$ cat config.mk
export PLATFORM = sky130hd
export DESIGN_NAME = utf16_to_utf8_transcoder_unit
export DESIGN_NICKNAME = d
export VERILOG_FILES = /design/src/hdl/u16u8_pkg.sv /design/src/hdl/u16u8_front.sv /design/src/hdl/u16u8_queue.sv /design/src/hdl/u16u8_back.sv /design/src/hdl/utf16_to_utf8_transcoder_unit.sv
export SDC_FILE = /design/constraint.sdc
export NUM_CORES = 1
export LEC_CHECK = 0
export BUFFER_PORTS_ARGS = -buffer_cell sky130_fd_sc_hd__clkbuf_2
export CAP_MARGIN = 20
export CORE_ASPECT_RATIO = 1.1
export CORE_UTILIZATION = 30
export DETAILED_ROUTE_END_ITERATION = 8
export GPL_TIMING_DRIVEN = 0
export SYNTH_ARGS = -nofsm -noshare
export SYNTH_HDL_FRONTEND = slang
export SYNTH_SLANG_ARGS = --single-unit
$ cat constraint.sdc
create_clock -name i_clk -period 3.29 [get_ports i_clk]
set_input_delay 0.329 -clock i_clk [delete_from_list [all_inputs] [get_ports i_clk]]
set_output_delay 0.329 -clock i_clk [all_outputs]
set_load 0.01 [all_outputs]
$ cat src/hdl/u16u8_pkg.sv
// shared types, constants and the utf-8 encoder function of the transcoder
package u16u8_pkg;

    localparam int QUEUE_DEPTH_DEF = 4;

    localparam logic [15:0] SURR_HIGH_LO = 16'hD800;
    localparam logic [15:0] SURR_LOW_LO  = 16'hDC00;
    localparam logic [15:0] SURR_END     = 16'hE000;
    localparam logic [20:0] SUPP_BASE    = 21'h010000;
    localparam logic [20:0] REPLACEMENT  = 21'h00FFFD;

    // one queued job: optional replacement char first, then optional scalar
    typedef struct packed {
        logic        pre_rep;
        logic        main_vld;
        logic [20:0] cp;
        logic        last;
    } t_cmd;

    typedef struct packed {
        logic [1:0]      last_idx;
        logic [3:0][7:0] bytes;
    } t_enc;

    function automatic t_enc utf8_encode(input logic [20:0] cp);
        t_enc e;
        e.bytes = '0;
        if (cp < 21'h000080) begin
            e.last_idx = 2'd0;
            e.bytes[0] = cp[7:0];
        end else if (cp < 21'h000800) begin
            e.last_idx = 2'd1;
            e.bytes[0] = {3'b110, cp[10:6]};
            e.bytes[1] = {2'b10, cp[5:0]};
        end else if (cp < SUPP_BASE) begin
            e.last_idx = 2'd2;
            e.bytes[0] = {4'b1110, cp[15:12]};
            e.bytes[1] = {2'b10, cp[11:6]};
            e.bytes[2] = {2'b10, cp[5:0]};
        end else begin
            e.last_idx = 2'd3;
            e.bytes[0] = {5'b11110, cp[20:18]};
            e.bytes[1] = {2'b10, cp[17:12]};
            e.bytes[2] = {2'b10, cp[11:6]};
            e.bytes[3] = {2'b10, cp[5:0]};
        end
        return e;
    endfunction

endpackage

$ cat src/hdl/u16u8_front.sv
// front part: accepts code units, pairs surrogates and builds queue jobs
module u16u8_front import u16u8_pkg::*; (
    input  logic        i_clk,
    input  logic        i_rst_n,
    input  logic        i_valid,
    output logic        o_stall,
    input  logic [15:0] i_code_unit,
    input  logic        i_last_unit,
    input  logic        i_q_full,
    output logic        o_push,
    output t_cmd        o_cmd
);

    logic       r_pend_vld, n_pend_vld;
    logic [9:0] r_pend_bits, n_pend_bits;
    logic       accept;
    logic       is_high;
    logic       is_low;
    t_cmd       cmd;

    assign o_stall = i_q_full;
    assign accept  = i_valid && !i_q_full;
    assign is_high = (i_code_unit >= SURR_HIGH_LO) && (i_code_unit < SURR_LOW_LO);
    assign is_low  = (i_code_unit >= SURR_LOW_LO) && (i_code_unit < SURR_END);

    always_comb begin
        n_pend_vld   = r_pend_vld;
        n_pend_bits  = r_pend_bits;
        cmd.pre_rep  = 1'b0;
        cmd.main_vld = 1'b1;
        cmd.cp       = {5'd0, i_code_unit};
        cmd.last     = i_last_unit;
        if (r_pend_vld && is_low) begin
            cmd.cp = SUPP_BASE + {1'b0, r_pend_bits, i_code_unit[9:0]};
        end else begin
            cmd.pre_rep = r_pend_vld;
            if (is_high) begin
                if (i_last_unit) begin
                    cmd.cp = REPLACEMENT;
                end else begin
                    cmd.main_vld = 1'b0;
                end
            end else if (is_low) begin
                cmd.cp = REPLACEMENT;
            end
        end
        if (accept) begin
            n_pend_vld  = is_high && !i_last_unit;
            n_pend_bits = n_pend_vld ? i_code_unit[9:0] : '0;
        end
    end

    assign o_push = accept && (cmd.pre_rep || cmd.main_vld);
    assign o_cmd  = cmd;

    always_ff @(posedge i_clk) begin
        if (!i_rst_n) begin
            r_pend_vld  <= 1'b0;
            r_pend_bits <= '0;
        end else begin
            r_pend_vld  <= n_pend_vld;
            r_pend_bits <= n_pend_bits;
        end
    end

endmodule

$ cat src/hdl/u16u8_queue.sv
// short job queue between the front and back parts
module u16u8_queue import u16u8_pkg::*; #(
    parameter int QUEUE_DEPTH = QUEUE_DEPTH_DEF
) (
    input  logic i_clk,
    input  logic i_rst_n,
    input  logic i_push,
    input  t_cmd i_cmd,
    output logic o_full,
    input  logic i_pop,
    output logic o_empty,
    output t_cmd o_cmd
);

    localparam int PtrW = (QUEUE_DEPTH > 1) ? $clog2(QUEUE_DEPTH) : 1;
    localparam int CntW = $clog2(QUEUE_DEPTH + 1);
    localparam logic [PtrW-1:0] LastPtr = PtrW'(QUEUE_DEPTH - 1);
    localparam logic [CntW-1:0] FullCnt = CntW'(QUEUE_DEPTH);

    t_cmd            r_mem [QUEUE_DEPTH];
    logic [PtrW-1:0] r_wr_ptr, n_wr_ptr;
    logic [PtrW-1:0] r_rd_ptr, n_rd_ptr;
    logic [CntW-1:0] r_cnt, n_cnt;
    logic            do_push;
    logic            do_pop;

    assign o_full  = (r_cnt == FullCnt);
    assign o_empty = (r_cnt == '0);
    assign o_cmd   = r_mem[r_rd_ptr];
    assign do_push = i_push && !o_full;
    assign do_pop  = i_pop && !o_empty;

    always_comb begin
        n_wr_ptr = r_wr_ptr;
        n_rd_ptr = r_rd_ptr;
        n_cnt    = r_cnt;
        if (do_push) begin
            n_wr_ptr = (r_wr_ptr == LastPtr) ? '0 : r_wr_ptr + 1'b1;
        end
        if (do_pop) begin
            n_rd_ptr = (r_rd_ptr == LastPtr) ? '0 : r_rd_ptr + 1'b1;
        end
        if (do_push && !do_pop) begin
            n_cnt = r_cnt + 1'b1;
        end else if (do_pop && !do_push) begin
            n_cnt = r_cnt - 1'b1;
        end
    end

    always_ff @(posedge i_clk) begin
        if (do_push) begin
            r_mem[r_wr_ptr] <= i_cmd;
        end
    end

    always_ff @(posedge i_clk) begin
        if (!i_rst_n) begin
            r_wr_ptr <= '0;
            r_rd_ptr <= '0;
            r_cnt    <= '0;
        end else begin
            r_wr_ptr <= n_wr_ptr;
            r_rd_ptr <= n_rd_ptr;
            r_cnt    <= n_cnt;
        end
    end

endmodule

$ cat src/hdl/u16u8_back.sv
// back part: serialises queued jobs into utf-8 bytes, one per cycle while the output is not stalled
module u16u8_back import u16u8_pkg::*; (
    input  logic       i_clk,
    input  logic       i_rst_n,
    input  logic       i_q_empty,
    input  t_cmd       i_cmd,
    output logic       o_pop,
    output logic       o_valid,
    input  logic       i_stall,
    output logic [7:0] o_utf8_byte,
    output logic       o_end_of_string
);

    logic        r_act_vld, n_act_vld;
    logic        r_rep, n_rep;
    logic        r_main_vld, n_main_vld;
    logic [20:0] r_cp, n_cp;
    logic        r_last, n_last;
    logic [1:0]  r_idx, n_idx;
    logic        r_out_vld;
    logic [7:0]  r_out_byte;
    logic        r_out_eos;
    logic        out_ready;
    logic        final_byte;
    logic        job_done;
    logic        pop;
    t_enc        enc;

    assign out_ready  = !r_out_vld || !i_stall;
    assign enc        = utf8_encode(r_rep ? REPLACEMENT : r_cp);
    assign final_byte = (r_idx == enc.last_idx);
    assign job_done   = final_byte && !(r_rep && r_main_vld);
    assign pop        = !i_q_empty && (!r_act_vld || (out_ready && job_done));
    assign o_pop      = pop;

    always_comb begin
        n_act_vld  = r_act_vld;
        n_rep      = r_rep;
        n_main_vld = r_main_vld;
        n_cp       = r_cp;
        n_last     = r_last;
        n_idx      = r_idx;
        if (pop) begin
            n_act_vld  = 1'b1;
            n_rep      = i_cmd.pre_rep;
            n_main_vld = i_cmd.main_vld;
            n_cp       = i_cmd.cp;
            n_last     = i_cmd.last;
            n_idx      = '0;
        end else if (r_act_vld && out_ready) begin
            if (job_done) begin
                n_act_vld = 1'b0;
            end else if (final_byte) begin
                n_rep = 1'b0;
                n_idx = '0;
            end else begin
                n_idx = r_idx + 1'b1;
            end
        end
    end

    always_ff @(posedge i_clk) begin
        if (!i_rst_n) begin
            r_act_vld <= 1'b0;
            r_out_vld <= 1'b0;
        end else begin
            r_act_vld <= n_act_vld;
            if (out_ready) begin
                r_out_vld <= r_act_vld;
            end
        end
    end

    always_ff @(posedge i_clk) begin
        r_rep      <= n_rep;
        r_main_vld <= n_main_vld;
        r_cp       <= n_cp;
        r_last     <= n_last;
        r_idx      <= n_idx;
        if (out_ready) begin
            r_out_byte <= enc.bytes[r_idx];
            r_out_eos  <= r_last && job_done;
        end
    end

    assign o_valid         = r_out_vld;
    assign o_utf8_byte     = r_out_byte;
    assign o_end_of_string = r_out_eos;

endmodule

$ cat src/hdl/utf16_to_utf8_transcoder_unit.sv
// top level of the utf-16 to utf-8 transcoder
//
// input channel: one utf-16 code unit per transfer (i_valid, o_stall), with
// i_last_unit marking the final unit of a string. output channel: one utf-8
// byte per transfer (o_valid, i_stall), o_end_of_string on the final byte.
// a high surrogate is held until the next unit; unpaired surrogates come
// out as u+fffd (ef bf bd).
// the front part classifies each unit and pushes at most one job into a short
// queue; the back part turns jobs into bytes at one byte per cycle while the
// output is not stalled.
// throughput is set by the back part's byte serialiser, which sends each byte of a
// unit in turn (1 to 3 bytes, 4 for a pair, up to 6 with a replacement).
// the front takes a unit every cycle while the queue has room.
// reset clears the held surrogate, the queue and the output register.
// when the receiver stalls, the output byte holds, the back part waits and
// the queue fills; o_stall rises only when the queue is full.
module utf16_to_utf8_transcoder_unit import u16u8_pkg::*; #(
    parameter int QUEUE_DEPTH = QUEUE_DEPTH_DEF
) (
    input  logic        i_clk,
    input  logic        i_rst_n,
    input  logic        i_valid,
    output logic        o_stall,
    input  logic [15:0] i_code_unit,
    input  logic        i_last_unit,
    output logic        o_valid,
    input  logic        i_stall,
    output logic [7:0]  o_utf8_byte,
    output logic        o_end_of_string
);

    logic q_full;
    logic q_empty;
    logic push;
    logic pop;
    t_cmd push_cmd;
    t_cmd head_cmd;

    u16u8_front u_front (
        .i_clk       (i_clk),
        .i_rst_n     (i_rst_n),
        .i_valid     (i_valid),
        .o_stall     (o_stall),
        .i_code_unit (i_code_unit),
        .i_last_unit (i_last_unit),
        .i_q_full    (q_full),
        .o_push      (push),
        .o_cmd       (push_cmd)
    );

    u16u8_queue #(
        .QUEUE_DEPTH (QUEUE_DEPTH)
    ) u_queue (
        .i_clk   (i_clk),
        .i_rst_n (i_rst_n),
        .i_push  (push),
        .i_cmd   (push_cmd),
        .o_full  (q_full),
        .i_pop   (pop),
        .o_empty (q_empty),
        .o_cmd   (head_cmd)
    );

    u16u8_back u_back (
        .i_clk           (i_clk),
        .i_rst_n         (i_rst_n),
        .i_q_empty       (q_empty),
        .i_cmd           (head_cmd),
        .o_pop           (pop),
        .o_valid         (o_valid),
        .i_stall         (i_stall),
        .o_utf8_byte     (o_utf8_byte),
        .o_end_of_string (o_end_of_string)
    );

endmodule

=== After elaboration in Yosys (flattened, before gate mapping) ===
Memory sizes are Yosys's and may differ from the RTL's. A register that Yosys moved wholly into a read port is not among the register bits.
Index checks and enable logic that the tools add are counted.
Widths: inputs -> output; s select.

* Mux-type cells: 36
* $lt $le $gt $ge: 8
* Reduce and logical (&&, ||, !) cells: 36
* Eq/ne operators: 5
* $add $sub $neg: 6
* Bitwise gates (word level): 1

{| class="wikitable"
|+ Operators with widths
! kind !! number
|-
| $mux 16 || 4
|-
| $mux 21 || 3
|-
| $ge 16x16->1 const B || 2
|-
| $lt 16x16->1 const B || 2
|-
| $mux 24 || 1
|-
| $mux 8 || 3
|-
| $mux 22 || 1
|-
| $add 17x20->21 const A || 1
|-
| $lt 21x12->1 const B || 1
|-
| $lt 21x17->1 const B || 1
|-
| $lt 21x8->1 const B || 1
|-
| $bmux 8 s2 || 1
|-
| $logic_and 1x1->1 || 16
|-
| $mux 2 || 8
|-
| $mux 1 || 12
|-
| $mux 10 || 1
|-
| $logic_not 1->1 || 9
|-
| $reduce_bool 2->1 || 4
|-
| $add 2x1->2 const B || 3
|-
| $mux 3 || 2
|-
| $eq 2x2->1 const B || 2
|-
| $reduce_and 2->1 || 2
|-
| $add 3x1->3 const B || 1
|-
| $eq 3x3->1 const B || 1
|-
| 8 further kinds || 10
|}

* Memories kept: 1
* Output and inout port bits: 11
* Register bits after elaboration: 55
* Memory bits (writable): 96
* Bits of input ports: 21

{| class="wikitable"
|+ Memory list
! memory !! words !! bits a word !! read ports !! clocked after Yosys merged registers in !! write ports !! RTL line !! text
|-
| u_queue.r_mem || 4 || 24 || 1 || 1 || 1 || u16u8_queue.sv:20 || <nowiki>t_cmd r_mem [QUEUE_DEPTH];</nowiki>
|}

=== Logic depth before layout (Yosys ltp) ===
* Depth after elaboration: 14
* Mapped depth: 12
* Gate-level depth less buffers: 11

=== Modules after synthesis ===
From an unflattened synthesis, not the netlist that was laid out.

* Cells, all modules: 439
* Area, all modules: 6769.0 um^2

{| class="wikitable"
|+ Modules (own cells, without submodules)
! module !! cells each !! times used !! area an instance (um^2)
|-
| u16u8_queue || 177 || 1 || 3966.3
|-
| u16u8_back || 183 || 1 || 2109.5
|-
| u16u8_front || 79 || 1 || 693.2
|}

=== Worst setup path before layout ===
OpenSTA, ideal clock, no wires.

* Path kind: register -> register
* From: register u_back.r_cp[20]
* To: register u_queue.r_cnt[2]
* Clock period less this slack: 3340 ps
* Stages on the path, launching flop included: 12
* Slack: -50 ps
* Data required time: 3214 ps
* Arrival: 3265 ps
* Cells stage by stage: edfxtp_1 -> or4_4 -> nor4_2 -> mux2_2 -> and4_4 -> nor2_4 -> ha_1 -> inv_1 -> fa_1 -> xor2_1 -> or3_1 -> a21boi_0

* Longest elaborated chain between the ends: 14
* Elaborated cells between the ends (all ways): 18
* Those cells by class: order compare: 3; eq/ne: 1; mux: 5; reduce/logical: 9

{| class="wikitable"
|+ RTL lines
! element !! RTL line !! text
|-
| start: declaration || u16u8_back.sv:17 || <nowiki>logic [20:0] r_cp, n_cp;</nowiki>
|-
| start signal: assignment || u16u8_back.sv:77 || <nowiki>r_cp <= n_cp;</nowiki>
|-
| $mux 21 * || u16u8_back.sv:30 || <nowiki>assign enc = utf8_encode(r_rep ? REPLACEMENT : r_cp);</nowiki>
|-
| $lt 21x17->1 || u16u8_pkg.sv:35 || <nowiki>end else if (cp < SUPP_BASE) begin</nowiki>
|-
| $mux 1 || u16u8_pkg.sv:35 ||
|-
| $mux 2 || u16u8_pkg.sv:31 || <nowiki>end else if (cp < 21'h000800) begin</nowiki>
|-
| $mux 2 * || u16u8_pkg.sv:28 || <nowiki>if (cp < 21'h000080) begin</nowiki>
|-
| $eq 2x2->1 * || u16u8_back.sv:31 || <nowiki>assign final_byte = (r_idx == enc.last_idx);</nowiki>
|-
| $logic_and 1x1->1 * || u16u8_back.sv:32 || <nowiki>assign job_done = final_byte && !(r_rep && r_main_vld);</nowiki>
|-
| $logic_and 1x1->1 * || u16u8_back.sv:33 || <nowiki>assign pop = !i_q_empty && (!r_act_vld || (out_ready && job_done));</nowiki>
|-
| $logic_or 1x1->1 * || u16u8_back.sv:33 ||
|-
| $logic_and 1x1->1 * || u16u8_back.sv:33 ||
|-
| $logic_and 1x1->1 * || u16u8_queue.sv:31 || <nowiki>assign do_pop = i_pop && !o_empty;</nowiki>
|-
| $logic_not 1->1 || u16u8_queue.sv:43 || <nowiki>if (do_push && !do_pop) begin</nowiki>
|-
| $logic_and 1x1->1 || u16u8_queue.sv:43 ||
|-
| $mux 3 / $reduce_bool 2->1 (equally long branches) || -- ||
|-
| end signal: assignment || u16u8_queue.sv:64 || <nowiki>r_cnt <= n_cnt;</nowiki>
|-
| end: declaration || u16u8_queue.sv:23 || <nowiki>logic [CntW-1:0] r_cnt, n_cnt;</nowiki>
|}

Mark *: on every way between the ends. The rest lies on a longest branch, timed or not.
A chain may end at the register's enable or synchronous reset.

=== Final worst setup path ===
* From: register u_back.r_cp[12]
* To: register u_queue.r_cnt[2]

The elaborated chain is that of the path after synthesis.

==> results.cfg <==
[clock_network]
clkLatencyLatePin_ps = 420
cts.sinks = 153
path_clk_slew_ps = 60
ctsRootBufferMaster = clkbuf_16
clockBufferDepth = 2
cts_tree = yes
holdBufCountCts = 0
cts_buffers = 17
htree_levels = 4

[logic_synthesis]
yosys.cell_types.count = 58
synth_edf_count = 129
syn-num-nets = 483
syn_inst = 454
ys_ff_latch = 153
yosysTopAreaCellShare_pct = 59.1
async_flop_share_pct = 0
syn_area_per_cell_um2 = 14.4
yosysWarnings = 0
syn-cell-area_um2 = 6560
yosys.area.top_type = edfxtp_1
synth-seq-area-share_pct = 66.4
ys.flop_type = edfxtp_1
yosys-top-cells-area = edfxtp_1 (59%), mux4_2 (8.2%), dfxtp_1 (7.3%)

[global_route]
grt_max_degree = 28
grt_usage_pct = 14.0
grt_pass1_wl_mm = 23.1
antenna_found_initial = 0
grt_pass1_vias = 4235
overflow = 0

[floorplanning]
start_util_pct = 30.7
die_area_um2 = 22500
core_area_um2 = 21400
die_h_um = 157
die_w_um = 143
num_io_pins = 32
fp-row-count = 56

[route]
finalWirelength_mm = 14.4
drc = 0
met3_length_um = 768
first_iter_violations = 390
vias = 4048
dr.pass1.iters = 5
routedWlPerCell_um = 17.5
top_layer = met4
route.met2.wl_mm = 6.95
avgViaCountPerCell = 4.91
drt-met1-wl_mm = 6.21
ant_nets = 0

[sta]
finalCritPeriodShare_pct = 100
setup_viol = 1
rsz0062_at_grt = true
finClkSkew_ps = 8.19
worst_pin_slew_ps = 933
hold_viol_final = 0
maxSlewHeadroom_pct = 37.8
finalWorstPathRequiredPeriod_ps = 3300
final_max_slew_viol_count = 0
timing.hold.ws_ps = 185
fmax_mhz = 303
setup_ws_ps = -7.38

[finish]
finalNonFillerCells = 824
diodes = 0
seqCellArea_um2 = 4350
fill_cells = 2013
layout-drive-gt1-share_pct = 24.9
area_growth_pct = 20.5
multi_input_area_um2 = 2090
nets = 550

[min_path]
hold_path.class = in2reg

[placement]
dp_cells = 779
place_congestion = 0.873
io_buffers = 30
post-dp-hpwl_mm = 10.1

[pwr]
peakVddDrop_uv = 402
p_leak_nw = 2.62
power-per-cell-area_nw_per_um2 = 836

[setup_path]
crit_type = reg2reg
crit_fanout = 3
cp.required_ps = 3650
endpoint_kind = flop
critPathLaunchType = flop
r2r_slack_ps = -7
cp.arrival_ps = 3650

[run_status]
violations = negative setup slack
status = complete, but fails checks

[flow_run]
drv_cap = 0
[worst paths after layout]
check	to	cells past startpoint	startpoint
setup / recovery	u_queue.r_cnt[2]$_SDFFE_PN0P_	11	u_back.r_cp[12]$_DFFE_PP_
hold / removal	u_front.r_pend_bits[7]$_SDFFE_PN0P_	3	i_code_unit[7]
setup reg to reg	u_queue.r_cnt[2]$_SDFFE_PN0P_	11	u_back.r_cp[12]$_DFFE_PP_
hold reg to reg	u_front.r_pend_bits[1]$_SDFFE_PN0P_	2	u_front.r_pend_bits[1]$_SDFFE_PN0P_
[synthesized netlist by cell type, drive strengths merged, types with 2 or more instances]
library cell / instances
xnor2: 2
or3: 2
a22oi: 3
xor2: 2
mux2: 6
nand2: 31
or2: 10
mux4: 24
o211ai: 5
edfxtp: 129
nor2: 31
nor3: 6
o21a: 5
a221o: 2
o311ai: 3
o22a: 2
dfxtp: 24
o21ai: 16
nand3: 20
ha: 7
a311oi: 2
a211oi: 3
nor2b: 6
nand2b: 4
buf: 6
mux2i: 5
and2: 9
o32ai: 2
or4: 3
nor3b: 2
clkbuf: 18
inv: 14
a21boi: 14
a21oi: 17
nor4: 4
a31oi: 2
nand4: 2
[metrics by stage]
step / area [um2] / utilization (%) / power [W] / setup WS (ps) / TNS [ps]
6_report: 7900 / 37.0 / 0.00661 / -7.38 / -7.38
5_1_grt: 7900 / 37.0 / 0.00694 / -69.6 / -69.6
4_1_cts: 7870 / 36.8 / 0.00661 / -41.5 / -41.5
3_5_place_dp: 7200 / 33.7 / 0.00464 / -469 / -469
3_3_place_gp: 7080 / 33.1 / 0.00458 / -287 / -287
2_1_floorplan: 6570 / - / 0.00403 / 27.2 / 0
[critical path, cell delays in order, from the launching register on]
cell,delay (ps)
edfxtp_1,430
or4_4,530
or3_4,350
a221o_1,380
and4_4,200
nor2_4,170
ha_4,170
inv_2,40
fa_2,320
xor2_1,150
or3_1,330
a21boi_2,160
[sequential cells by signal, indices dropped and copies added, names as in the netlist, 2 cells and up, named ones only]
| register | count |
|---|---|
| u_back.o_utf8_byte | 8 |
| u_back.r_cp | 21 |
| u_back.r_idx | 2 |
| u_front.r_pend_bits | 10 |
| u_queue.r_cnt | 3 |
| u_queue.r_mem | 96 |
| u_queue.r_rd_ptr | 2 |
| u_queue.r_wr_ptr | 2 |
[kinds of logic (layout without fill, tap and decap cells)]
| group | count (synthesis) | count (layout) | share of synthesized area (%) |
|---|---|---|---|
| multiplexers | 35 | 35 | 10.0 |
| buffers and inverters | 38 | 118 | 2.25 |
| XOR/XNOR | 4 | 4 | 0.534 |
| adder cells (fa/ha/maj) | 8 | 8 | 1.64 |
| AO/OA/AOI/OAI | 83 | 83 | 8.66 |
| flip-flops | 153 | 153 | 66.4 |
| AND/OR/NAND/NOR | 133 | 133 | 10.5 |
[where the power goes]
| part | leakage (nW) | switching, W | total (W) | internal, W |
|---|---|---|---|---|
| Clock | 0.278 | 0.000757 | 0.00188 | 0.00112 |
| Sequential | 1.39 | 0.000257 | 0.00285 | 0.00259 |
| Combinational | 0.951 | 0.00106 | 0.00188 | 0.000819 |
[layout make-up]
class,count,area share (%)
well taps,290,4.59
multi-input cells,263,26.5
inverters,14,0.665
clock buffers,19,5.48
clock inverters,13,1.79
flip-flops and latches,153,55.1
plain buffers,23,1.16
repair buffers,49,4.73
[cells in the final DEF, fill, tap and decap left out, types with 15 or more instances in the layout]
| cell | Yosys | layout |
|---|---|---|
| mux4_2 | 24 | 24 |
| clkbuf_2 | 0 | 30 |
| edfxtp_1 | 129 | 129 |
| clkbuf_1 | 18 | 19 |
| nor2_1 | 30 | 30 |
| o21ai_0 | 15 | 15 |
| nand2_1 | 31 | 31 |
| clkbuf_16 | 0 | 17 |
| dfxtp_1 | 24 | 24 |
| a21oi_1 | 17 | 17 |
| nand3_1 | 20 | 20 |
[timing repair]
action / 4_1_cts / 5_1_grt
gates cloned: 0 / 0
pin swaps: 9 / 8
gates resized for setup: 6 / 2
buffers inserted: 12 / 2
setup endpoints to repair: 1 / 1
[layer usage]
layer,track usage [%],up-vias
met4,6.25,0
li1,-,1886
met3,4.14,25
met1,16.8,2010
met2,23.0,127
met5,0,-
Note: power is estimated with default switching activity, not from simulation.
